File: src/hw/rtl/qalu_pkg.sv
// shared types and constants of the q24.8 fixed-point alu
package qalu_pkg;

    localparam int W      = 32;            // word width
    localparam int F      = 8;             // fraction bits
    localparam int NB     = W + F;         // dividend width after the fraction shift
    localparam int DSTEPS = 2;             // quotient bits per divider stage
    localparam int DSTG   = NB / DSTEPS;   // divider stages
    localparam int NSTG   = DSTG + 2;      // decode, multiply, divider stages
    localparam int MB     = 2 * W - F + 1; // widest magnitude before saturation

    localparam logic [3:0] K_ADD   = 4'd0;
    localparam logic [3:0] K_SUB   = 4'd1;
    localparam logic [3:0] K_MUL   = 4'd2;
    localparam logic [3:0] K_DIV   = 4'd3;
    localparam logic [3:0] K_MIN   = 4'd4;
    localparam logic [3:0] K_MAX   = 4'd5;
    localparam logic [3:0] K_INC   = 4'd6;
    localparam logic [3:0] K_DEC   = 4'd7;
    localparam logic [3:0] K_INT   = 4'd8;
    localparam logic [3:0] K_TOFIX = 4'd9;

    // one transaction as it moves down the pipeline
    typedef struct packed {
        logic [3:0]     kind;
        logic [W-1:0]   ra;
        logic [W-1:0]   rb;
        logic           na;
        logic           nb;
        logic [W-1:0]   ma;
        logic [W-1:0]   mb;
        logic           gt;
        logic           lt;
        logic           eq;
        logic [2*W-1:0] prod;
        logic [W-1:0]   rem;
        logic [NB-1:0]  num;
    } t_item;

    // finished result
    typedef struct packed {
        logic [W-1:0] value;
        logic         gt;
        logic         lt;
        logic         eq;
        logic         ov;
        logic         dz;
    } t_res;

endpackage

File: src/hw/rtl/qalu_mul.sv
// magnitude multiply
module qalu_mul (
    input  qalu_pkg::t_item i_itm,
    output qalu_pkg::t_item o_itm
);
    import qalu_pkg::*;

    // full-width product of the magnitudes
    always_comb begin
        o_itm      = i_itm;
        o_itm.prod = {{W{1'b0}}, i_itm.ma} * {{W{1'b0}}, i_itm.mb};
    end
endmodule

File: config.mk
export PLATFORM = sky130hd
export DESIGN_NAME = qalu_mul
export DESIGN_NICKNAME = d
export VERILOG_FILES = /design/src/hw/rtl/qalu_pkg.sv /design/src/hw/rtl/qalu_mul.sv
export SDC_FILE = /design/constraint.sdc
export NUM_CORES = 2
export LEC_CHECK = 0
export BUFFER_PORTS_ARGS = -buffer_cell sky130_fd_sc_hd__buf_2
export CAP_MARGIN = 25
export CORE_ASPECT_RATIO = 1.1
export CORE_MARGIN = 3
export CORE_UTILIZATION = 60
export DETAILED_ROUTE_END_ITERATION = 10
export GPL_TIMING_DRIVEN = 0
export PLACE_DENSITY_LB_ADDON = 0.25
export SETUP_SLACK_MARGIN = 0.3
export SYNTH_ARGS = -nofsm -noshare
export SYNTH_HDL_FRONTEND = slang
export SYNTH_SLANG_ARGS = --single-unit
export TNS_END_PERCENT = 100
File: constraint.sdc
create_clock -name vclk -period 10.5
set_input_delay 1.05 -clock vclk [all_inputs]
set_output_delay 1.05 -clock vclk [all_outputs]
set_load 0.005 [all_outputs]
==> impl_metrics.ini <==
[outcome]
status = completed

[sta]
tightest_slew_ps = 993
finalSetupViolations = 0
rsz0062_at_grt = yes
hold_viol_final = 0
setup_ws_ps = 456
finalMaxSlewViolations = 0
fmax_ghz = 0.0996
min_period_ps = 10040
period_share_pct = 95.7
whs_ps = 2270
relSlewSlack_pct = 33.8

[die]
io_pins = 546
rows = 92
core_um2 = 57400
dieArea_um2 = 61100
die_y_um = 259
die_w_um = 236
start_util_pct = 60.8

[synth]
yosys.area.top_type = fa_1
synth_fp_nets = 5338
synth.distinct_cells = 57
yosysTopAreaCellShare_pct = 51.4
yosysWarnings = 0
syn-instance-count = 3906
synth.avg_cell_area_um2 = 8.94
netlist_area_um2 = 34900
ys_seq_area_share_pct = 0
synth_area_leaders = fa_1, and2_1, ha_1

[global_routing]
grt_pass1_vias = 30300
antenna_found_initial = 3
grt_pass1_wl_mm = 185
grt_overflow = 0
track_usage_pct = 41.4
grt_max_degree = 11

[worst_setup_path]
worstPathMaxFanout = 10
cp-end-kind = output pin
crit_arrival_ps = 8990
required_ps = 9450
critPathKind = input port to output pin
worst_setup_path_start_kind = input port

[drt]
vias = 28500
drc = 0
drtIter0Drc = 1990
wl_mm = 125
wl_per_cell_um = 25.0
viasPerCell = 5.70
dr.pass1.iters = 8
dr.max_layer_used = met4
drt-met1-wl_mm = 41.7
dr_wl_met2_mm = 58.9
antenna_left = 0
dr_wl_met3_mm = 10.6

[cells_and_area]
nFlopsAndLatches = 0
layout.cells.non_filler = 5005
final_cell_area_um2 = 37700
seqCellArea_um2 = 0
final_common_cell = fa_1
nNetsFinal = 5682
clockBufferCount = 0
drive_gt1_share_pct = 16.0
final_cell_mix = fa_1, inv_1, and2_1
area_delta_synth_final_pct = 8.15

[flow_run]
drv_cap = 0

[placement]
io_buffers = 337
place_ws_ps = -10.7
post_dp_cell_area_um2 = 37500
hpwl_mm = 111
numPlacedInstances = 4997
routabilityCongestion = 1.03

[worst_hold_path]
min_path_type = input port to output pin
[kinds of logic (layout without fill, tap and decap cells)]
family | Yosys count | in the layout | synth area share (%)
buffers and inverters | 1299 | 1641 | 16.2
AND/OR/NAND/NOR | 1171 | 1171 | 17.3
other | 0 | 5 | 0
adder cells (fa/ha/maj) | 1159 | 1159 | 60.8
AO/OA/AOI/OAI | 214 | 214 | 4.04
XOR/XNOR | 63 | 63 | 1.58
[worst max-delay path, cell delays in order]
cell,delay [ps]
buf_2,230
clkbuf_1,660
and2_1,240
fa_1,450
fa_1,520
fa_1,460
fa_1,550
fa_1,640
fa_1,480
fa_1,490
inv_1,50
fa_1,470
inv_1,40
ha_1,420
and3_1,320
nand2_1,130
a2111oi_0,430
a21oi_2,90
buf_4,180
o41ai_2,380
a31o_2,290
a21boi_0,120
xnor2_1,150
buf_2,140
[synth_stat cells, types with 4 or more instances]
cell type  instances
a21boi_0           5
a21o_1            19
a21oi_1           81
a31oi_1            5
and2_1           599
and3_1             5
buf_2              6
buf_4            209
clkbuf_1         214
fa_1             896
ha_1             263
inv_1            869
nand2_1          484
nand3_1            7
nand4_1           24
nor2_1            31
nor2b_1            5
nor3_1             5
o21a_1             4
o21ai_0           46
o21bai_1          14
o221ai_1           4
xnor2_1           38
xor2_1            25
[routing by layer]
layer	track usage, %	up-vias
met5	0	-
met4	35.4	0
met3	8.02	557
met2	67.1	1740
met1	47.5	14400
li1	-	11800
[stage by stage]
stage | util (%) | TNS [ps]
finish | 65.7 | 0
global route | 65.7 | 0
CTS | 65.4 | 0
detailed placement | 65.4 | -10.7
global placement | 65.3 | -200
floorplan | - | 0
[final timing paths]
kind / from / to / slack (ps) / cells past startpoint
setup / recovery: i_itm[170] / o_itm[130] / 460 / 24
hold / removal: i_itm[216] / o_itm[216] / 2270 / 2
[repair_timing]
item / 4_1_cts / 5_1_grt
hold buffers: 0 / 0
gates resized for setup: 28 / 174
endpoints found under the setup margin: 10 / 15
buffers inserted: 0 / 3
pin swaps: 0 / 2
[final cells by class]
class	instances	area, um2
diodes	5	12.5
plain buffers	430	2530
fillers	4951	19700
inverters	869	3260
multi-input cells	2607	29300
well taps	752	941
repair buffers	342	1720
