<file path="src/hw/rtl/qalu_pkg.sv">
// shared types and constants of the q24.8 fixed-point alu
package qalu_pkg;

    localparam int W      = 32;            // word width
    localparam int F      = 8;             // fraction bits
    localparam int NB     = W + F;         // dividend width after the fraction shift
    localparam int DSTEPS = 2;             // quotient bits per divider stage
    localparam int DSTG   = NB / DSTEPS;   // divider stages
    localparam int NSTG   = DSTG + 2;      // decode, multiply, divider stages
    localparam int MB     = 2 * W - F + 1; // widest magnitude before saturation

    localparam logic [3:0] K_ADD   = 4'd0;
    localparam logic [3:0] K_SUB   = 4'd1;
    localparam logic [3:0] K_MUL   = 4'd2;
    localparam logic [3:0] K_DIV   = 4'd3;
    localparam logic [3:0] K_MIN   = 4'd4;
    localparam logic [3:0] K_MAX   = 4'd5;
    localparam logic [3:0] K_INC   = 4'd6;
    localparam logic [3:0] K_DEC   = 4'd7;
    localparam logic [3:0] K_INT   = 4'd8;
    localparam logic [3:0] K_TOFIX = 4'd9;

    // one transaction as it moves down the pipeline
    typedef struct packed {
        logic [3:0]     kind;
        logic [W-1:0]   ra;
        logic [W-1:0]   rb;
        logic           na;
        logic           nb;
        logic [W-1:0]   ma;
        logic [W-1:0]   mb;
        logic           gt;
        logic           lt;
        logic           eq;
        logic [2*W-1:0] prod;
        logic [W-1:0]   rem;
        logic [NB-1:0]  num;
    } t_item;

    // finished result
    typedef struct packed {
        logic [W-1:0] value;
        logic         gt;
        logic         lt;
        logic         eq;
        logic         ov;
        logic         dz;
    } t_res;

endpackage

</file>
<file path="src/hw/rtl/qalu_decode.sv">
// operand decode: magnitudes, signs, compare flags, divider setup
module qalu_decode (
    input  logic [3:0]           i_kind,
    input  logic [31:0]          i_a,
    input  logic [31:0]          i_b,
    output qalu_pkg::t_item      o_itm
);
    import qalu_pkg::*;

    // split into sign and magnitude, compare as signed words
    always_comb begin
        o_itm      = '0;
        o_itm.kind = i_kind;
        o_itm.ra   = i_a;
        o_itm.rb   = i_b;
        o_itm.na   = i_a[W-1];
        o_itm.nb   = i_b[W-1];
        o_itm.ma   = i_a[W-1] ? (~i_a + 1'b1) : i_a;
        o_itm.mb   = i_b[W-1] ? (~i_b + 1'b1) : i_b;
        o_itm.gt   = $signed(i_a) > $signed(i_b);
        o_itm.lt   = $signed(i_a) < $signed(i_b);
        o_itm.eq   = i_a == i_b;
        o_itm.num  = {o_itm.ma, {F{1'b0}}};
    end
endmodule

</file>
<file path="config.mk">
export PLATFORM = sky130hd
export DESIGN_NAME = qalu_decode
export DESIGN_NICKNAME = d
export VERILOG_FILES = /design/src/hw/rtl/qalu_pkg.sv /design/src/hw/rtl/qalu_decode.sv
export SDC_FILE = /design/constraint.sdc
export NUM_CORES = 1
export LEC_CHECK = 0
export BUFFER_PORTS_ARGS = -buffer_cell sky130_fd_sc_hd__buf_2
export CAP_MARGIN = 10
export CORE_AREA = 2 2 133 135
export DETAILED_ROUTE_END_ITERATION = 7
export DIE_AREA = 0 0 135 137
export GPL_TIMING_DRIVEN = 1
export PLACE_DENSITY = 0.49
export SLEW_MARGIN = 20
export SYNTH_ARGS = -nofsm -noshare
export SYNTH_HDL_FRONTEND = slang
export SYNTH_SLANG_ARGS = --single-unit
</file>
<file path="constraint.sdc">
create_clock -name vclk -period 7.8
set_input_delay 0.78 -clock vclk [all_inputs]
set_output_delay 0.78 -clock vclk [all_outputs]
set_load 0.05 [all_outputs]
</file>
==> impl_results.md <==
* Final core occ at 0.229
* Antenna diodes at 0
* Die W at 135 um
* Iter 0 DRT Violations at 172
* Worst Setup Start Kind: input port
* Final #Nets at roughly 730
* FP Rows at 48
* Die area at 18500 um^2
* Tot Pwr at 569 uW
* Mean routed wirelength per cell at 13.9 um
* Cell count after synthesis at roughly 500
* Initial Util at 0.215
* Setup crit start: i_a[0]
* Num sequential at 0
* Final worst path period share at 0.550
* CP endpoint kind: output pin
* Die Span Y at 137 um
* Remaining DRCs at 0
* # port buffers at 229
* Reg area at 0 um^2
* CP endpoint: o_itm[36]
* Worst-path fanout max at 6
* Pwr dens at 146 nW/um^2
* Slew HR at 0.567
* # fillers at 1987
* Worst slew pin tran at 644 ps
* Netlist cell types at between 40 and 50
* Clkbuf count at 0
* Routability cong. at 0.775
* Area delta synth->final at 6.37%
* RSZ-0062 raised after global routing: no
* P_leak at 0.00214 uW
* Largest net degree at the start of global routing at 35
* Fin. max-slew vios at 0
* Final Hold Violating Endpoints at 0
* Hold WC Path Type: input port to output pin
* Initial DRT Pass Iterations at 4
* Fraction of layout cells with a size suffix above 1 at 0.388
* Run status: completed
* PostCTS Resize Cnt at 0
* Initial antenna violation count at 0
* Sequential cell area fraction in the yosys report at 0
* Hold Path Depth at 0
* Crit Path Class: input port to output pin
* Peak supply drop at 0.0597 mV
* Final setup fails at 0
* YS warnings at 0
* Syn Area/Cell at 7.27 um^2
* Routed via count at about 3300
* Req. time, crit path at ~7000 ps
* Dpl hpwl at roughly 10 mm
* Arr. time, crit path at about 3500 ps
* Via density at 3.92
* Global route overflow at 0
* GRT Util Overall at 0.112
* Fmax at 0.233 GHz
* Max-cap violations at 0
* First-pass GRT wire length at 16.2 mm
* Total negative slack at 0 ps
* Vias in the first global route at about 2700
* # Post-CTS Setup Buffers at 0
* Core area at 17100 um^2
* Syn Std Cell Area at 3670 um^2
* IO Count at approximately 340
* Cts-stage hold buffer count at 0
* Fin crit period at approximately 4300 ps
* Total detailed-routing wirelength at approximately 12 mm
* Post-route ant nets at 0
==> layout by cell type, fill, tap and decap left out, drive strengths merged, types with 10 or more instances in the layout <==
| cell | synthesis | routed |
|---|---|---|
| nand2 | 29 | 29 |
| buf | 210 | 230 |
| inv | 37 | 37 |
| conb | 1 | 104 |
| xnor2 | 57 | 57 |
| o41ai | 10 | 10 |
| o31ai | 15 | 15 |
| ha | 34 | 34 |
| a21oi | 12 | 12 |
| o21ai | 25 | 25 |
==> stage by stage <==
step	std cells	setup WS, ps	hold WS [ps]	area [um^2]
global placement	849	3580	1560	3910
CTS	849	3500	1560	3910
floorplan	608	2870	1730	4060
global route	849	3360	1560	3910
finish	849	3510	1560	3910
detailed placement	849	3500	1560	3910
==> worst min-delay path by stage <==
stage,from,end,slack [ps]
floorplan,i_b[0],o_itm[139],1730
global placement,i_kind[2],o_itm[271],1560
detailed placement,i_kind[2],o_itm[271],1560
CTS,i_kind[2],o_itm[271],1560
global route,i_kind[0],o_itm[269],1560
finish,i_kind[0],o_itm[269],1560
==> cell usage after synthesis, types with 2 or more instances <==
master    number  share of area
a21o_1         2         0.0041
a21oi_1       12          0.016
a31oi_1        2         0.0034
buf_4        209           0.43
clkbuf_1       4         0.0041
ha_1          34           0.12
inv_1         37          0.038
mux2i_1        2         0.0055
nand2_1       29          0.030
nand2b_1       4         0.0068
nand3_1        8          0.011
nand4_1        9          0.015
nor2_1         7         0.0072
nor2b_1        2         0.0034
nor3_1         5         0.0068
nor4_1         6          0.010
o21ai_0       25          0.034
o31ai_1       14          0.029
o41ai_1        8          0.019
o41ai_2        2         0.0089
or3_1          4         0.0068
or3_4          2         0.0061
or4_1          4         0.0082
xnor2_1       57           0.14
==> final cells by class <==
type	instances	area, um^2	area share
Multi-Input combinational cell	357	2330	0.597
Tap cell	225	282	0.0721
Inverter	37	139	0.0356
Timing Repair Buffer	230	1150	0.295
==> cells by family (layout without fill, tap and decap cells) <==
family / Yosys count / count (layout) / synth area share
simple gates: 88 / 88 / 0.139
other cells: 1 / 104 / 0.00102
fa+ha+maj: 34 / 34 / 0.116
buf+inv: 251 / 267 / 0.470
xor+xnor: 58 / 58 / 0.138
compound gates: 71 / 71 / 0.130
mux: 2 / 2 / 0.00545
==> critical path, stage by stage <==
cell and delay [ps]:
buf_2 130, inv_1 80, ha_1 230, or4b_4 500, nand4b_4 220, or3_4 410
or3_4 410, o31ai_2 250, xnor2_1 190, buf_2 310
==> layer usage <==
layer	track usage	vias to the layer above	share of wire
met4	0.00926	0	0.0093
met1	0.157	1516	0.45
met2	0.201	172	0.48
met3	0.00296	8	0.058
li1	-	1631	-
met5	0	-	0
==> report_power, final <==
group          internal [uW]  total [uW]  switching, uW
sequential                 0           0              0
clock                      0           0              0
combinational            102         569            467
Power figures use the tool's default switching activity.
