### config.mk
export PLATFORM = sky130hd
export DESIGN_NAME = qalu_div_step
export DESIGN_NICKNAME = d
export VERILOG_FILES = /design/src/hw/rtl/qalu_pkg.sv /design/src/hw/rtl/qalu_div_step.sv
export SDC_FILE = /design/constraint.sdc
export NUM_CORES = 1
export LEC_CHECK = 0
export BUFFER_PORTS_ARGS = -buffer_cell sky130_fd_sc_hd__buf_2
export CAP_MARGIN = 20
export CORE_AREA = 2 2 215 217
export DETAILED_ROUTE_END_ITERATION = 10
export DIE_AREA = 0 0 217 219
export GPL_TIMING_DRIVEN = 0
export PLACE_DENSITY = 0.47
export SLEW_MARGIN = 20
export SYNTH_ARGS = -nofsm -noshare
export SYNTH_HDL_FRONTEND = slang
export SYNTH_SLANG_ARGS = --single-unit
### constraint.sdc
create_clock -name vclk -period 7.5
set_input_delay 1.125 -clock vclk [all_inputs]
set_output_delay 1.125 -clock vclk [all_outputs]
set_load 0.01 [all_outputs]
### src/hw/rtl/qalu_pkg.sv
// shared types and constants of the q24.8 fixed-point alu
package qalu_pkg;

    localparam int W      = 32;            // word width
    localparam int F      = 8;             // fraction bits
    localparam int NB     = W + F;         // dividend width after the fraction shift
    localparam int DSTEPS = 2;             // quotient bits per divider stage
    localparam int DSTG   = NB / DSTEPS;   // divider stages
    localparam int NSTG   = DSTG + 2;      // decode, multiply, divider stages
    localparam int MB     = 2 * W - F + 1; // widest magnitude before saturation

    localparam logic [3:0] K_ADD   = 4'd0;
    localparam logic [3:0] K_SUB   = 4'd1;
    localparam logic [3:0] K_MUL   = 4'd2;
    localparam logic [3:0] K_DIV   = 4'd3;
    localparam logic [3:0] K_MIN   = 4'd4;
    localparam logic [3:0] K_MAX   = 4'd5;
    localparam logic [3:0] K_INC   = 4'd6;
    localparam logic [3:0] K_DEC   = 4'd7;
    localparam logic [3:0] K_INT   = 4'd8;
    localparam logic [3:0] K_TOFIX = 4'd9;

    // one transaction as it moves down the pipeline
    typedef struct packed {
        logic [3:0]     kind;
        logic [W-1:0]   ra;
        logic [W-1:0]   rb;
        logic           na;
        logic           nb;
        logic [W-1:0]   ma;
        logic [W-1:0]   mb;
        logic           gt;
        logic           lt;
        logic           eq;
        logic [2*W-1:0] prod;
        logic [W-1:0]   rem;
        logic [NB-1:0]  num;
    } t_item;

    // finished result
    typedef struct packed {
        logic [W-1:0] value;
        logic         gt;
        logic         lt;
        logic         eq;
        logic         ov;
        logic         dz;
    } t_res;

endpackage

### src/hw/rtl/qalu_div_step.sv
// restoring divider slice, DSTEPS quotient bits
module qalu_div_step (
    input  qalu_pkg::t_item i_itm,
    output qalu_pkg::t_item o_itm
);
    import qalu_pkg::*;

    logic [W:0]    t;
    logic [W-1:0]  rem;
    logic [NB-1:0] num;
    logic          q;

    // shift in the next dividend bit, subtract when the divisor fits
    always_comb begin
        rem = i_itm.rem;
        num = i_itm.num;
        t   = '0;
        q   = 1'b0;
        for (int j = 0; j < DSTEPS; j++) begin
            t = {rem, num[NB-1]};
            q = t >= {1'b0, i_itm.mb};
            if (q) begin
                rem = W'(t - {1'b0, i_itm.mb});
            end else begin
                rem = t[W-1:0];
            end
            num = {num[NB-2:0], q};
        end
        o_itm     = i_itm;
        o_itm.rem = rem;
        o_itm.num = num;
    end
endmodule

==> results.sh, run 1 <==
export IMPL_antenna_left=0
export IMPL_cap_viol_max_count=0
export IMPL_setup_viol=0
export IMPL_p_int_uw=801
export IMPL_clock_buffers=0
export IMPL_outcome="complete, no violations"
export IMPL_synth_top_area_share_pct=29.2
export IMPL_leakage_uw=0.00488
export IMPL_drt_wl_total_um=26400
export IMPL_comb_power_share_pct=100.0
export IMPL_drive_gt1_share_pct=64.4
export IMPL_cp_required_ns=6.38
export IMPL_arrival_ns=6.21
export IMPL_n_sequential_cell=0
export IMPL_nFillCells=5097
export IMPL_die_w_um=217
export IMPL_powerDensity_mw_per_mm2=156
export IMPL_io_pins=546
export IMPL_antenna_found_initial=7
export IMPL_min_path_type="primary input to output pin"
export IMPL_dp_cells=1758
export IMPL_dr_pass1_iters=4
export IMPL_drt_iter0_drc=228
export IMPL_synth_warnings=0
export IMPL_utilization_pct=21.4
export IMPL_synth_top_cell_by_area="buf_4"
export IMPL_dieArea_mm2=0.0475
export IMPL_switching_share_pct=46.6
export IMPL_die_height_um=219
export IMPL_ys_seq_area_share_pct=0
export IMPL_place_ws_ns=-0.873
export IMPL_yosys_top_cells_area="buf_4, ha_1, mux2_4"
export IMPL_port_buffers=339
export IMPL_wl_met3_um=1880
export IMPL_multi_input_area_mm2=0.00451
export IMPL_grtUsageTotal_pct=9.65
export IMPL_synth_cell_area_mm2=0.00617
export IMPL_row_count=78
export IMPL_wl_met1_um=10400
export IMPL_routedWlPerCell_um=14.7
export IMPL_hp_start="i_itm[246]"
export IMPL_p_total_uw=1500
export IMPL_synthCells=819
export IMPL_final_cells=1798
export IMPL_drc=0
export IMPL_synth_cell_types=62
export IMPL_syn_avg_cell_area_um2=7.53
export IMPL_start_kind="primary input"
export IMPL_top_layer="met5"
export IMPL_timing_hold_ws_ns=2.43
export IMPL_mostFrequentLayoutCells="buf_2, buf_4, inv_1, a21oi_1, ha_1"
export IMPL_via_count=6731
export IMPL_tightest_slew_ns=0.568
export IMPL_finalMaxSlewViolations=0
export IMPL_hold_end="o_itm[246]"
export IMPL_power_frac_seq_pct=0
export IMPL_vias_per_cell=3.74
export IMPL_fmax_mhz=136
export IMPL_layout_worst_path_cycle_share_pct=97.8
export IMPL_fp_coreArea_mm2=0.0451
export IMPL_maxSlewHeadroom_pct=61.8
export IMPL_grt_pass1_wl_um=35400
export IMPL_path_max_fanout=8
export IMPL_grt_max_degree=11
export IMPL_nNetsFinal=1537
export IMPL_grt_pass1_vias=6189
export IMPL_dp_hpwl_um=23000
export IMPL_timing_final_crit_period_ns=7.34
export IMPL_setup_ws_ns=0.162
export IMPL_holdPathStages=2
export IMPL_synth_nets=1158
export IMPL_end_kind="output pin"
export IMPL_wl_met2_um=13800
export IMPL_regArea_um2=0
export IMPL_switchingPower_uw=700
export IMPL_area_growth_pct=56.1
export IMPL_grt_overflow=0
export IMPL_clkPwrFrac_pct=0
export IMPL_peakVddDrop_mv=0.0403
export IMPL_gp_congestion=0.851
export IMPL_final_common_cell="buf_2"
export IMPL_hold_viol_final=0
export IMPL_crit_type="primary input to output pin"
export IMPL_start_util_pct=13.7
how the worst max path moves through the flow:
stage          startpoint   endpoint  slack, ns  cells after the start
3_5_place_dp   i_itm[154]  o_itm[64]      -0.87                     24
4_1_cts        i_itm[140]  o_itm[58]      0.006                     25
2_1_floorplan  i_itm[140]  o_itm[43]       0.62                     23
3_3_place_gp   i_itm[154]  o_itm[64]      -0.94                     24
6_report       i_itm[157]  o_itm[68]       0.16                     25
5_1_grt        i_itm[146]  o_itm[63]      -0.06                     24
kinds of logic (layout without fill, tap and decap cells):
family,after synthesis,count (layout),synth area share (%)
AO/OA/AOI/OAI,179,179,19.8
XOR/XNOR,52,52,7.38
adder cells (fa/ha/maj),66,66,13.6
buffers and inverters,309,686,34.6
multiplexers,62,62,13.0
other,0,2,0
AND/OR/NAND/NOR,151,151,11.6
critical path: stages:
cell and delay (ns):
buf_2 0.13, inv_4 0.07, ha_4 0.21, a21o_1 0.16, a311o_1 0.34, o2111ai_2 0.20, nand2_2 0.09, nand4b_1 0.20
o21ai_2 0.16, nand2_2 0.12, buf_12 0.19, mux2i_4 0.23, ha_4 0.24, nor2b_4 0.12, o31a_1 0.33, o41a_1 0.42
a211oi_4 0.38, o21ai_4 0.15, a21boi_4 0.23, a2bb2oi_2 0.18, and2_4 0.17, buf_12 0.15, clkbuf_16 0.16, mux2_4 0.31
buf_6 0.12
stage by stage:
step           area (um^2)  setup TNS (ns)
2_1_floorplan         6170               0
3_3_place_gp          8620          -25.25
3_5_place_dp          8620          -27.01
4_1_cts               8850               0
5_1_grt               9630           -1.34
6_report              9630               0
repair_timing:
action                     4_1_cts  5_1_grt
hold endpoints to repair         0        0
cloned                           0        3
resized for setup               36      115
pin swaps                        9       34
setup endpoints to repair       33       33
hold buffers                     0        0
buffers inserted                 7       30
cells in the mapped netlist, types with 3 or more instances:
| library cell | count |
|---|---|
| buf_4 | 240 |
| ha_1 | 64 |
| inv_1 | 54 |
| a21oi_1 | 50 |
| nor2_1 | 42 |
| xnor2_1 | 39 |
| nand2_1 | 37 |
| o21ai_0 | 31 |
| mux2_2 | 29 |
| mux2_4 | 29 |
| a21o_1 | 23 |
| nand3_1 | 18 |
| nor3_1 | 15 |
| xor2_1 | 13 |
| nand4_1 | 11 |
| a211oi_1 | 8 |
| o21a_1 | 8 |
| nor2b_1 | 7 |
| buf_2 | 6 |
| o31ai_1 | 5 |
| a2111oi_0 | 4 |
| and3_1 | 4 |
| clkbuf_1 | 4 |
| nor4_1 | 4 |
| o211ai_1 | 4 |
| o21ai_1 | 4 |
| o21bai_1 | 4 |
| a2111oi_2 | 3 |
| a21boi_0 | 3 |
| a21oi_2 | 3 |
| a221oi_1 | 3 |
| a31o_2 | 3 |
| buf_12 | 3 |
| mux2i_1 | 3 |
| nand2b_1 | 3 |
| or2_2 | 3 |
power by group through the flow:
stage | logic, uW | clock network [uW] | registers (uW)
2_1_floorplan | 890 | 0 | 0
3_3_place_gp | 1270 | 0 | 0
3_5_place_dp | 1280 | 0 | 0
4_1_cts | 1330 | 0 | 0
5_1_grt | 1630 | 0.0000357 | 0
6_report | 1500 | 0.0000357 | 0
per-layer routing:
metal,vias up,GRT usage [%]
met5,-,0
li1,3384,-
met4,10,1.21
met1,3033,11.4
met3,22,1.76
met2,282,18.4
layout make-up:
type / count / area share [%]
multi-input combinational: 510 / 46.8
timing repair buffer: 379 / 22.7
buffer: 253 / 20.6
tap: 600 / 7.79
inverter: 54 / 2.16
antenna: 2 / 0.0520
Note: power is estimated with default switching activity, not from simulation.
==> run 2, diff against run 1 <==
--- a/config.mk
+++ b/config.mk
@@ -12,6 +12,8 @@
 export DIE_AREA = 0 0 217 219
 export GPL_TIMING_DRIVEN = 0
 export PLACE_DENSITY = 0.47
+export RECOVER_POWER = 25
+export SETUP_SLACK_MARGIN = 0.02
 export SLEW_MARGIN = 20
 export SYNTH_ARGS = -nofsm -noshare
 export SYNTH_HDL_FRONTEND = slang
==> run 2 against run 1 <==
Utilization decreased by 0.12 points. Sequential share of layout area unchanged. Hold slack improved by 0.00084 ns. Flip-flop and latch count unchanged. Global-route usage about the same. Final cell count decreased by 0.22%. Maximum frequency increased by 0.39%. Largest cell class unchanged. Largest power group unchanged.
==> results.sh, run 2 (synthesis results as in run 1) <==
export IMPL_maxSlewHeadroom_pct=61.4
export IMPL_antenna_found_initial=7
export IMPL_final_cells=1794
export IMPL_grt_max_degree=11
export IMPL_leakage_uw=0.00468
export IMPL_clock_buffers=0
export IMPL_path_max_fanout=8
export IMPL_grt_overflow=0
export IMPL_end_kind="output pin"
export IMPL_hold_viol_final=0
export IMPL_cp_required_ns=6.38
export IMPL_min_path_type="primary input to output pin"
export IMPL_drt_iter0_drc=253
export IMPL_dp_hpwl_um=23000
export IMPL_outcome="complete, no violations"
export IMPL_die_height_um=219
export IMPL_port_buffers=339
export IMPL_regArea_um2=0
export IMPL_via_count=6735
export IMPL_cap_viol_max_count=0
export IMPL_crit_start="i_itm[149]"
export IMPL_tightest_slew_ns=0.564
export IMPL_drt_wl_total_um=26600
export IMPL_grtUsageTotal_pct=9.65
export IMPL_crit_type="primary input to output pin"
export IMPL_arrival_ns=6.18
export IMPL_dieArea_mm2=0.0475
export IMPL_grt_pass1_vias=6194
export IMPL_grt_pass1_wl_um=35400
export IMPL_row_count=78
export IMPL_nFillCells=5124
export IMPL_die_w_um=217
export IMPL_vias_per_cell=3.75
export IMPL_cp_endpoint="o_itm[59]"
export IMPL_drc=0
export IMPL_nNetsFinal=1533
export IMPL_dp_cells=1758
export IMPL_area_growth_pct=55.3
export IMPL_mostFrequentLayoutCells="buf_4, buf_2, clkbuf_1, inv_1, a21oi_1"
export IMPL_finalMaxSlewViolations=0
export IMPL_antenna_left=0
export IMPL_start_kind="primary input"
export IMPL_layout_worst_path_cycle_share_pct=97.5
export IMPL_n_sequential_cell=0
export IMPL_timing_hold_ws_ns=2.43
export IMPL_powerDensity_mw_per_mm2=157
export IMPL_drive_gt1_share_pct=58.9
export IMPL_start_util_pct=13.7
export IMPL_fp_coreArea_mm2=0.0451
export IMPL_io_pins=546
export IMPL_peakVddDrop_mv=0.0395
export IMPL_final_common_cell="buf_4"
export IMPL_fmax_mhz=137
export IMPL_gp_congestion=0.851
export IMPL_routedWlPerCell_um=14.8
export IMPL_dr_pass1_iters=4
export IMPL_timing_final_crit_period_ns=7.31
export IMPL_setup_viol=0
run 2: cell type report:
cell class	instances	area (um^2)	area share (%)
well taps	600	751	7.84
plain buffers	253	1980	20.7
repair buffers	375	2090	21.8
inverters	54	210	2.19
multi-input cells	510	4540	47.4
diodes	2	5.00	0.0522
run 2: worst min path at each step:
stage / from / to / cells past startpoint
after floorplan: i_itm[100] / o_itm[100] / 1
after global placement: i_itm[205] / o_itm[205] / 2
after detailed placement: i_itm[106] / o_itm[106] / 2
after CTS: i_itm[106] / o_itm[106] / 2
after global routing: i_itm[95] / o_itm[95] / 2
final: i_itm[215] / o_itm[215] / 2
run 2: critical path, stage by stage:
cell       delay (ns)
buf_2            0.11
inv_2            0.06
ha_4             0.26
buf_6            0.11
nand4_1          0.15
a2111oi_4        0.38
o21ai_2          0.15
a21oi_2          0.21
o21ai_2          0.07
nand2_2          0.14
buf_12           0.15
mux2i_4          0.28
ha_4             0.24
nor2b_4          0.12
o31a_1           0.33
o41a_1           0.43
a211oi_4         0.38
o21ai_4          0.15
a21boi_4         0.23
a2bb2oi_2        0.18
and2_4           0.17
buf_12           0.15
clkbuf_16        0.16
mux2_4           0.30
buf_6            0.13
run 2: timing repair:
item,CTS,global route
buffers inserted,11,22
pin swaps,9,34
hold buffers,0,0
gates cloned,0,3
setup endpoints to repair,33,33
hold endpoints to repair,0,0
gates resized for setup,38,121
run 2: report_power, final:
group	internal [uW]	switching, uW
combinational	801	703
clock	0.0000357	0
sequential	0	0
run 2: layer usage:
metal	GRT usage, %	vias up	part of all wire (%)
met5	0	-	0.26
met4	1.30	10	1.5
met3	1.70	22	7.0
met2	18.3	285	52
met1	11.5	3042	39
li1	-	3376	-
run 2: stage by stage:
stage / instance area [um^2] / util [%] / TNS, ns / worst slack [ns] / power [uW]
after global placement: 8620 / 19.1 / -25.25 / -0.944 / 1270
after floorplan: 6170 / - / 0 / 0.620 / 890
after CTS: 8900 / 19.7 / 0 / 0.0408 / 1330
after detailed placement: 8620 / 19.1 / -27.01 / -0.873 / 1280
after global routing: 9580 / 21.2 / -0.805 / -0.0363 / 1640
final: 9580 / 21.2 / 0 / 0.190 / 1500
