--- src/hw/rtl/qalu_pkg.sv ---
// shared types and constants of the q24.8 fixed-point alu
package qalu_pkg;

    localparam int W      = 32;            // word width
    localparam int F      = 8;             // fraction bits
    localparam int NB     = W + F;         // dividend width after the fraction shift
    localparam int DSTEPS = 2;             // quotient bits per divider stage
    localparam int DSTG   = NB / DSTEPS;   // divider stages
    localparam int NSTG   = DSTG + 2;      // decode, multiply, divider stages
    localparam int MB     = 2 * W - F + 1; // widest magnitude before saturation

    localparam logic [3:0] K_ADD   = 4'd0;
    localparam logic [3:0] K_SUB   = 4'd1;
    localparam logic [3:0] K_MUL   = 4'd2;
    localparam logic [3:0] K_DIV   = 4'd3;
    localparam logic [3:0] K_MIN   = 4'd4;
    localparam logic [3:0] K_MAX   = 4'd5;
    localparam logic [3:0] K_INC   = 4'd6;
    localparam logic [3:0] K_DEC   = 4'd7;
    localparam logic [3:0] K_INT   = 4'd8;
    localparam logic [3:0] K_TOFIX = 4'd9;

    // one transaction as it moves down the pipeline
    typedef struct packed {
        logic [3:0]     kind;
        logic [W-1:0]   ra;
        logic [W-1:0]   rb;
        logic           na;
        logic           nb;
        logic [W-1:0]   ma;
        logic [W-1:0]   mb;
        logic           gt;
        logic           lt;
        logic           eq;
        logic [2*W-1:0] prod;
        logic [W-1:0]   rem;
        logic [NB-1:0]  num;
    } t_item;

    // finished result
    typedef struct packed {
        logic [W-1:0] value;
        logic         gt;
        logic         lt;
        logic         eq;
        logic         ov;
        logic         dz;
    } t_res;

endpackage

--- src/hw/rtl/qalu_round.sv ---
// rounding, saturation and result select
module qalu_round (
    input  qalu_pkg::t_item i_itm,
    output qalu_pkg::t_res  o_res
);
    import qalu_pkg::*;

    localparam logic [MB-1:0] POS_LIM = MB'({1'b0, {(W-1){1'b1}}});
    localparam logic [MB-1:0] NEG_LIM = MB'({1'b1, {(W-1){1'b0}}});
    localparam logic [W-1:0]  WMAX    = {1'b0, {(W-1){1'b1}}};
    localparam logic [W-1:0]  WMIN    = {1'b1, {(W-1){1'b0}}};

    logic [2*W:0]   prnd;
    logic           qrnd;
    logic [NB:0]    quo;
    logic [W+1:0]   sum;
    logic [MB-1:0]  mag;
    logic           neg;
    logic [W-1:0]   sat_val;
    logic           sat_ov;
    logic           sum_ov;
    logic [W-1:0]   sum_val;
    logic [W-1:0]   ipart;

    // rounded magnitudes: product and quotient, half away from zero
    always_comb begin
        prnd = {1'b0, i_itm.prod} + (2*W+1)'(1 << (F-1));
        qrnd = {i_itm.rem, 1'b0} >= {1'b0, i_itm.mb};
        quo  = {1'b0, i_itm.num} + (NB+1)'(qrnd);
    end

    // signed add path for add, sub, inc, dec
    always_comb begin
        case (i_itm.kind)
            K_ADD:   sum = {{2{i_itm.ra[W-1]}}, i_itm.ra} + {{2{i_itm.rb[W-1]}}, i_itm.rb};
            K_SUB:   sum = {{2{i_itm.ra[W-1]}}, i_itm.ra} - {{2{i_itm.rb[W-1]}}, i_itm.rb};
            K_INC:   sum = {{2{i_itm.ra[W-1]}}, i_itm.ra} + (W+2)'(1);
            default: sum = {{2{i_itm.ra[W-1]}}, i_itm.ra} - (W+2)'(1);
        endcase
        sum_ov  = !((sum[W+1:W-1] == 3'b000) || (sum[W+1:W-1] == 3'b111));
        sum_val = sum_ov ? (sum[W+1] ? WMIN : WMAX) : sum[W-1:0];
    end

    // sign-magnitude path for mul, div, to-fixed
    always_comb begin
        case (i_itm.kind)
            K_MUL: begin
                neg = i_itm.na ^ i_itm.nb;
                mag = prnd[2*W:F];
            end
            K_DIV: begin
                neg = i_itm.na ^ i_itm.nb;
                mag = MB'(quo);
            end
            default: begin
                neg = i_itm.na;
                mag = MB'({i_itm.ma, {F{1'b0}}});
            end
        endcase
        if (neg) begin
            sat_ov  = mag > NEG_LIM;
            sat_val = sat_ov ? WMIN : (~mag[W-1:0] + 1'b1);
        end else begin
            sat_ov  = mag > POS_LIM;
            sat_val = sat_ov ? WMAX : mag[W-1:0];
        end
    end

    // integer part truncated toward zero
    always_comb begin
        ipart = W'(i_itm.ma >> F);
        if (i_itm.na) begin
            ipart = ~ipart + 1'b1;
        end
    end

    // result select
    always_comb begin
        o_res    = '0;
        o_res.gt = i_itm.gt;
        o_res.lt = i_itm.lt;
        o_res.eq = i_itm.eq;
        case (i_itm.kind) inside
            K_ADD, K_SUB, K_INC, K_DEC: begin
                o_res.value = sum_val;
                o_res.ov    = sum_ov;
            end
            K_MUL, K_TOFIX: begin
                o_res.value = sat_val;
                o_res.ov    = sat_ov;
            end
            K_DIV: begin
                if (i_itm.mb == '0) begin
                    o_res.value = i_itm.na ? WMIN : WMAX;
                    o_res.dz    = 1'b1;
                end else begin
                    o_res.value = sat_val;
                    o_res.ov    = sat_ov;
                end
            end
            K_MIN:   o_res.value = i_itm.lt ? i_itm.ra : i_itm.rb;
            K_MAX:   o_res.value = i_itm.gt ? i_itm.ra : i_itm.rb;
            K_INT:   o_res.value = ipart;
            default: o_res.value = '0;
        endcase
    end
endmodule

--- config.mk ---
export PLATFORM = sky130hd
export DESIGN_NAME = qalu_round
export DESIGN_NICKNAME = d
export VERILOG_FILES = /design/src/hw/rtl/qalu_pkg.sv /design/src/hw/rtl/qalu_round.sv
export SDC_FILE = /design/constraint.sdc
export NUM_CORES = 1
export LEC_CHECK = 0
export BUFFER_PORTS_ARGS = -buffer_cell sky130_fd_sc_hd__buf_2
export CAP_MARGIN = 20
export CORE_MARGIN = 1
export CORE_UTILIZATION = 59
export DETAILED_ROUTE_END_ITERATION = 7
export PLACE_DENSITY = 0.91
export SYNTH_ARGS = -nofsm -noshare
export SYNTH_HDL_FRONTEND = slang
export SYNTH_SLANG_ARGS = --single-unit
export TNS_END_PERCENT = 30
--- constraint.sdc ---
create_clock -name vclk -period 13
set_clock_uncertainty 0.1 [all_clocks]
set_input_delay 1.3 -clock vclk [all_inputs]
set_output_delay 1.3 -clock vclk [all_outputs]
set_load 0.05 [all_outputs]
==> results.md, run 1 <==
Global route:
- The number of global-route vias before repair is 11,930.
- The total overflow reported by the global router is 0.
- The pin count of the biggest net entering global routing is 63.
- The first global-routing pass estimated 61,300 um of wire.
- The initial antenna violation count is 0.
- Global routing used 45.9% of the available tracks.

Detailed routing:
- The first detailed-routing pass took 7 iterations.
- After detailed routing, the number of vias per cell comes to 7.01.
- In the routed design, unresolved DRC markers number 0.
- The detailed router finished its first iteration with 1,454 violations.
- The aggregate routed wire length is 40,400 um.
- The count of nets left with antenna violations once routing finished came out at 0.
- The average wire per standard cell is 21.1 um.
- For this block, the via count after detailed routing is 13,401.

Timing:
- The max-slew violation total from the final report is 0.
- After routing, the total negative slack on setup checks comes to 0 ns.
- The slack of the critical path is 3.57 ns.
- The worst pin sits at a relative slew slack of 28.5%.
- The worst-margin pin slew is 1.07 ns.
- The number of hold violations in the final report is 0.
- Based on the critical path, the design can be clocked at up to 0.106 GHz.
- The clock period could shrink to 9.43 ns.
- Dividing the final minimum period by the clock period gives 72.5%.
- Setup violations remaining at the end of the flow were counted as 0.
- Setup repair after global routing left no endpoint under its margin.

Place:
- The HPWL after detailed placement is 32,800 um.
- The post-place setup slack is 3.86 ns.
- Routability-driven placement finished with a final weighted congestion of 1.09.
- The number of I/O port buffers is 301.

Power:
- VDD sags by at most 0.0000371 V.
- Of the total power, combinational logic draws 100.0%.
- Summed over all cells, the static leakage comes to 4.56 nW.
- The internal portion of total power is 0.169 mW.
- The net switching power figure is 0.322 mW.
- The clock network fraction of total power is 0%.
- The switching part of the total power is 65.6%.
- The power density normalized to cell area is 44.0 nW/um2.
- The overall power consumption is 0.490 mW.
- The sequential fraction of design power is 0%.

Worst setup path:
- Among the stages of the critical path, the cell type that occurs most often is sky130_fd_sc_hd__o21a_1.
- The largest single stage delay on the critical path is 0.84 ns.
- The critical path ends at o_res[28].
- The logic depth of the worst path, buffers included is 27.
- The critical path startpoint category is an input pin.
- The total buffers and inverters traversed by the critical path is 3.
- The launching element of the worst setup path is i_itm[140].
- Along the worst path, the maximum fanout reaches 14.
- Among cell families on the critical path, the largest total delay comes from compound AO/OA/AOI/OAI gates.
- The worst path arrival time is 8.03 ns.
- STA classifies the critical path endpoint as an output port.
- The critical path's slowest cell is sky130_fd_sc_hd__nor2_1.
- STA puts the critical path data required time at 11.60 ns.
- The critical path in this run is classified as in2out.

Floorplan:
- The die is 130 um wide.
- The number of placed I/O pins is 310.
- After floorplanning, the core was sized to cover 15,900 um2.
- The die covers 16,800 um2.
- In this run the vertical extent of the chip is 130 um.
- After floorplanning, the core was divided into 46 placement rows.
- The starting density of the core is 60.5%.

Run status:
- The run finished with clean final reports.

Layout:
- The most common cell after layout, fill and taps aside is sky130_fd_sc_hd__buf_2.
- The library cells used most frequently in the layout, excluding fill and tap cells, are sky130_fd_sc_hd__buf_2, sky130_fd_sc_hd__nand2_1, sky130_fd_sc_hd__o21ai_0, sky130_fd_sc_hd__a21oi_1, sky130_fd_sc_hd__nor2_1.
- From synthesis to final layout, the design area changed by 16.0%.
- Fill cells in the final layout number 1,426.
- The proportion of layout cells with a drive suffix above 1 is 22.4%.
- At the end of the flow, the number of nets in the layout was 2,040.
- The layout has 0 clock buffers.
- There are 0 flip-flops and latches.
- The sequential cell area in the final layout is 0 um2.

Min path:
- The source of the worst hold timing path is i_itm[136].
- The type of the most critical hold path is in2out.

CTS:
- The number of hold buffers added after CTS was 0.
- The post-CTS setup-driven buffer insertion count is 0.
- The number of resized instances in the post-cts repair step is 0.

Synthesis:
- The post-synthesis area per instance is 6.59 um2.
- Sequential elements use 0% of the synthesized area.
- In the post-synthesis netlist, the biggest area contributors are sky130_fd_sc_hd__ha_1, sky130_fd_sc_hd__xnor2_1, sky130_fd_sc_hd__xor2_1.
- The number of nets handed over by synthesis was 1,802.
- In this run the biggest area consumer among cell types represents 9.11% of the synthesized area.
- The synthesized area is 9610 um2.
- The biggest area contributor in the post-synthesis netlist is sky130_fd_sc_hd__ha_1.
- The total of warnings raised by yosys is 0.
- The number of different library cells used by synthesis comes to 91.
- After technology mapping, the gate count stands at 1,458.

Job:
- Max-cap violations in this run came to 0.
-- cell usage after synthesis, types with 19 or more instances --
cell type,instances
sky130_fd_sc_hd__nand3_1,66
sky130_fd_sc_hd__a31oi_1,22
sky130_fd_sc_hd__a211oi_1,19
sky130_fd_sc_hd__o21a_1,19
sky130_fd_sc_hd__xor2_1,69
sky130_fd_sc_hd__clkbuf_1,56
sky130_fd_sc_hd__nor3_1,50
sky130_fd_sc_hd__inv_1,59
sky130_fd_sc_hd__nand4_1,50
sky130_fd_sc_hd__or3_1,23
sky130_fd_sc_hd__o211ai_1,23
sky130_fd_sc_hd__xnor2_1,69
sky130_fd_sc_hd__nor2_1,91
sky130_fd_sc_hd__a21oi_1,97
sky130_fd_sc_hd__mux2i_1,37
sky130_fd_sc_hd__nor4_1,44
sky130_fd_sc_hd__nand2_1,132
sky130_fd_sc_hd__ha_1,70
sky130_fd_sc_hd__and3_1,19
sky130_fd_sc_hd__a21o_1,27
sky130_fd_sc_hd__o21ai_0,107
sky130_fd_sc_hd__o31ai_1,25
-- stage by stage --
step                hold WS [ns]  utilization (%)  instances  cell area [um2]
floorplan                   2.67                -       1458             9610
global placement            2.50             70.1       1910            11100
detailed placement          2.50             70.1       1910            11100
CTS                         2.50             70.1       1910            11100
global route                2.50             70.1       1910            11100
finish                      2.50             70.2       1911            11100
-- final cells by class --
type,count,area (um2),share of cell area (%)
multi-input cells,1316,9010,80.8
repair buffers,319,1640,14.7
well taps,216,270,2.42
inverters,59,221,1.99
diodes,1,2.50,0.0225
-- power by group through the flow --
stage | sequential (mW) | clock (mW) | combinational [mW]
3_3_place_gp | 0 | 0 | 0.465
5_1_grt | 0 | 0 | 0.522
6_report | 0 | 0.0000000103 | 0.490
3_5_place_dp | 0 | 0 | 0.473
2_1_floorplan | 0 | 0 | 0.314
4_1_cts | 0 | 0 | 0.475
-- worst min-delay path by stage --
stage / endpoint / cells after the start / slack (ns)
floorplan: o_res[2] / 1 / 2.67
global placement: o_res[2] / 0 / 2.50
detailed placement: o_res[2] / 0 / 2.50
CTS: o_res[2] / 0 / 2.50
global route: o_res[2] / 0 / 2.50
finish: o_res[2] / 0 / 2.50
-- routing by layer --
| metal | GRT usage, % | routed length [um] |
|---|---|---|
| met5 | 0 | 0 |
| met4 | 23.9 | 2290 |
| met3 | 6.23 | 4740 |
| met2 | 76.7 | 18100 |
| met1 | 57.2 | 15300 |
-- cells by family (layout without fill, tap and decap cells) --
group	Yosys count	in the layout	synth area share (%)
compound gates	470	470	33.6
xor+xnor	138	138	12.6
fa+ha+maj	71	71	9.32
buf+inv	142	378	6.32
mux	45	45	4.86
other cells	0	1	0
simple gates	592	592	33.4
Power figures use the tool's default switching activity.
==> run 2: changes to the inputs <==
--- a/config.mk
+++ b/config.mk
@@ -5,12 +5,13 @@
 export SDC_FILE = /design/constraint.sdc
 export NUM_CORES = 1
 export LEC_CHECK = 0
+export ABC_AREA = 1
 export BUFFER_PORTS_ARGS = -buffer_cell sky130_fd_sc_hd__buf_2
 export CAP_MARGIN = 20
 export CORE_MARGIN = 1
-export CORE_UTILIZATION = 59
+export CORE_UTILIZATION = 57
 export DETAILED_ROUTE_END_ITERATION = 7
-export PLACE_DENSITY = 0.91
+export PLACE_DENSITY = 0.85
 export SYNTH_ARGS = -nofsm -noshare
 export SYNTH_HDL_FRONTEND = slang
 export SYNTH_SLANG_ARGS = --single-unit
==> constraint.sdc (replaced) <==
create_clock -name vclk -period 8.7
set_clock_uncertainty 0.1 [all_clocks]
set_input_delay 0.87 -clock vclk [all_inputs]
set_output_delay 0.87 -clock vclk [all_outputs]
set_load 0.05 [all_outputs]
==> run 2 against run 1 <==
The flow now finishes with violations (DRC). Area after synthesis rose by 26%. Via count rose by 36%. Global-route usage rose by 2.1 points. Critical endpoint is now o_res[5]. Highest routed layer unchanged. Count of clock-buffer cells in the layout did not move. Design area rose by 24%.
==> results.md, run 2 <==
Place:
- The final weighted congestion in routability-driven placement came to 1.09 (-0.38%).
- The area of placed instances is 13,700 um2 (+23%).
- The half-perimeter wire length after placement is 46,000 um (+40%).
- The number of I/O port buffers is 301 (unchanged).
- The placed instance count was 2,959 (+55%).

Timing:
- The relative slew slack is 23.4% (-5.1 points).
- The maximum operating frequency is 0.134 GHz.
- The max-slew violation total from the final report was 0 (unchanged).
- The number of hold violations in the final report is 0 (unchanged).
- The final-layout setup total negative slack is 0 ns (unchanged).
- The minimum clock period after layout is 7.44 ns.
- The worst-margin pin slew was 1.13 ns (+0.0649 ns).
- Setup repair after global routing left no endpoint under its margin.
- The final period utilization is 85.5%.
- The count of final setup violators is 0 (unchanged).

Detailed routing:
- The starting DRC count in detailed routing is 2,934 (+100%).
- The via total after detailed routing came to 18,249 (+36%).
- The number of DRC violations after detailed routing is 7 (+7).
- The number of optimization iterations in the first detailed-route pass was 8 (+1).
- The routed via count divided by cell count is 6.16 (-12%).
- The residual antenna-violating net count after detailed routing was 0 (unchanged).
- The aggregate routed wire length came to 54,700 um (+35%).
- The average wire per standard cell is 18.5 um (-13%).

Layout:
- The number of clock buffers in the layout came to 0 (unchanged).
- The sequential cell area in the final layout is 0 um2 (unchanged).
- The final core utilization is 67.2% (-3.0 points).
- The number of sequential cells came to 0 (unchanged).
- The number of nets in the layout was 3,037 (+49%).
- The non-filler instance count after layout is 2,963 (+55%).
- The proportion of layout cells with a drive suffix above 1 is 15.8% (-6.5 points).
- The final cell area excluding filler cells is 13,800 um2 (+24%).
- The library cells used most frequently in the layout, excluding fill and tap cells, are sky130_fd_sc_hd__nand2_1, sky130_fd_sc_hd__nor2_1, sky130_fd_sc_hd__inv_1, sky130_fd_sc_hd__buf_2, sky130_fd_sc_hd__nand3_1.
- From synthesis to final layout, the design area changed by 13.9%.
- The most common cell after layout, fill and taps aside is sky130_fd_sc_hd__nand2_1.
- The filler cell count is 2,050 (+44%).
- The area of the multi-input gates is 10,600 um2 (+18%).

Worst setup path:
- The worst path required time came to 7.73 ns (-3.87 ns).
- The launching element of the worst setup path is i_itm[206].
- The worst path arrival time is 6.47 ns (-1.56 ns).
- The critical path startpoint category is an input pin.
- The category of the critical setup timing path is in2out.
- The critical path's slowest cell is sky130_fd_sc_hd__nand2_1.
- The highest net fanout along the worst path came to 20 (+6).
- The peak per-stage delay on the critical path came to 0.69 ns (-0.15 ns).
- The endpoint kind of the worst setup timing path is an output port.

Synthesis:
- The post-synthesis net count is 2,785 (+55%).
- The area fraction of the dominant cell type after synthesis was 22.7% (+14 points).
- The combinational family with the most area after synthesis is simple AND/OR/NAND/NOR gates.
- The share of the synthesized area in compound gates (AO/OA/AOI/OAI) is 17.7% (-16 points).
- After synthesis, the cell types taking the most area are sky130_fd_sc_hd__nand2_1, sky130_fd_sc_hd__nor2_1, sky130_fd_sc_hd__nand3_1.
- The post-synthesis area per instance was 4.95 um2 (-25%).
- The fraction of the mapped netlist area in adder cells is 7.41% (-1.9 points).
- The total of warnings raised by yosys came to 0 (unchanged).
- The cell taking the most area after synthesis is sky130_fd_sc_hd__nand2_1.
- The sequential fraction of the synthesis area is 0% (unchanged).
- The post-synthesis share of cell area spent on xor and xnor gates is 3.98% (-8.6 points).
- The cell with the most instances after synthesis is sky130_fd_sc_hd__nand2_1.
- The number of distinct library cells after synthesis is 46 (-49%).
- The number of cells produced by synthesis is 2,441 (+67%).
- Sorting the synthesized cells by how often they occur yields sky130_fd_sc_hd__nand2_1, sky130_fd_sc_hd__nor2_1, sky130_fd_sc_hd__inv_1.
- The simple-gate portion of the synthesized area is 58.3% (+25 points).
- The synthesized area is 12,100 um2 (+26%).
- The portion of netlist area occupied by mux cells is 0% (-4.9 points).

CTS:
- The post-CTS setup-driven buffer insertion count is 0 (unchanged).
- The number of resized instances in the post-cts repair step is 0 (unchanged).
- The number of hold-repair buffers added at the cts stage is 0 (unchanged).

Power:
- The leakage component of the power is 6.85 nW (+50%).
- The net switching power figure is 0.588 mW (+83%).
- The proportion of power drawn by combinational gates is 100.0% (about the same).
- The power density normalized to cell area was 60.8 nW/um2 (+38%).
- The sequential fraction of design power was 0% (unchanged).
- The internal portion of total power is 0.249 mW (+48%).
- The maximum vdd ir drop is 0.0000513 V (+38%).
- The switching part of the total power is 70.2% (+4.6 points).
- The clock network fraction of total power is 0% (unchanged).

Global route:
- The pin count of the biggest net entering global routing was 52 (-17%).
- The wire length of the first global-routing pass is 82,800 um (+35%).
- The total overflow reported by the global router is 0 (unchanged).
- The number of global-route vias before repair is 15,634 (+31%).
- The initial antenna violation count came to 2 (+2).
- The overall routing resource usage is 48.0% (+2.1 points).

Run status:
- The run finished, with violations left.
- The checks that failed: DRC.

Min path:
- The source of the worst hold timing path is i_itm[136].
- In this run the worst hold path is classified as in2out.
- The number of cells on the worst hold path is 0 (unchanged).
- The path with the worst hold slack has its endpoint at o_res[2].

Floorplan:
- The die height is 148 um (+14%).
- The area inside the core boundary is 20,500 um2 (+29%).
- The area of the die is 21,800 um2 (+30%).
- The number of placement rows is 52 (+13%).
- The number of placed I/O pins is 310 (unchanged).
- The starting density of the core is 59.0% (-1.5 points).
- The x dimension of the die is 148 um (+14%).

Job:
- The count of max-cap constraint violations is 0 (unchanged).
## run 2: cell count changes after synthesis, sizes merged, moves of 26 or more
cell | previous run | this run
nand2 | 132 | 747
nor2 | 91 | 405
inv | 59 | 314
nand3 | 68 | 283
xnor2 | 69 | 12
o211ai | 23 | 66
mux2i | 38 | 0
nor4 | 50 | 19
xor2 | 69 | 43
## run 2: area by class of cell
| type | count | share of cell area [%] |
|---|---|---|
| inverter | 324 | 8.83 |
| timing repair buffer | 315 | 11.8 |
| antenna | 2 | 0.0363 |
| tap | 270 | 2.45 |
| multi-input combinational | 2052 | 76.9 |
## run 2: worst max-delay path by stage
| stage | depth (start not counted) | endpoint | slack, ns |
|---|---|---|---|
| after floorplan | 27 | o_res[26] | 2.55 |
| after global placement | 28 | o_res[5] | 1.73 |
| after detailed placement | 28 | o_res[5] | 1.52 |
| after CTS | 28 | o_res[5] | 1.50 |
| after global routing | 28 | o_res[5] | 0.74 |
| final | 28 | o_res[5] | 1.26 |
## run 2: routing by layer
| metal | share of wire (%) | GRT usage (%) | vias up | wire length, um |
|---|---|---|---|---|
| met5 | 0 | 0 | - | 0 |
| met4 | 5.6 | 19.3 | 0 | 3070 |
| met3 | 16 | 14.1 | 259 | 8860 |
| met2 | 41 | 72.7 | 1418 | 22300 |
| met1 | 37 | 63.2 | 8013 | 20500 |
| li1 | - | - | 8559 | - |
## run 2: stage by stage
step / hold slack (ns) / setup slack, ns / power, mW
floorplan: 1.81 / 2.55 / 0.528
global placement: 1.64 / 1.73 / 0.780
detailed placement: 1.64 / 1.52 / 0.796
CTS: 1.64 / 1.50 / 0.800
global route: 1.64 / 0.742 / 0.893
finish: 1.64 / 1.26 / 0.837
## run 2: worst max-delay path: cells and delay by family
family / cells / cell delay, ns
AND/OR/NAND/NOR: 19 / 3.56
AO/OA/AOI/OAI: 4 / 0.92
buffers and inverters: 4 / 0.65
adder cells (fa/ha/maj): 1 / 0.50
## run 2: cells by family after synthesis
logic type | after synthesis
AND/OR/NAND/NOR | 1576
buffers and inverters | 389
AO/OA/AOI/OAI | 350
adder cells (fa/ha/maj) | 71
XOR/XNOR | 55
## run 2: power groups by stage
| stage | logic [mW] | clock network, mW | registers [mW] |
|---|---|---|---|
| finish | 0.837 | 0.0000000308 | 0 |
| global placement | 0.780 | 0 | 0 |
| CTS | 0.800 | 0 | 0 |
| global route | 0.893 | 0.0000000308 | 0 |
| detailed placement | 0.796 | 0 | 0 |
| floorplan | 0.528 | 0 | 0 |
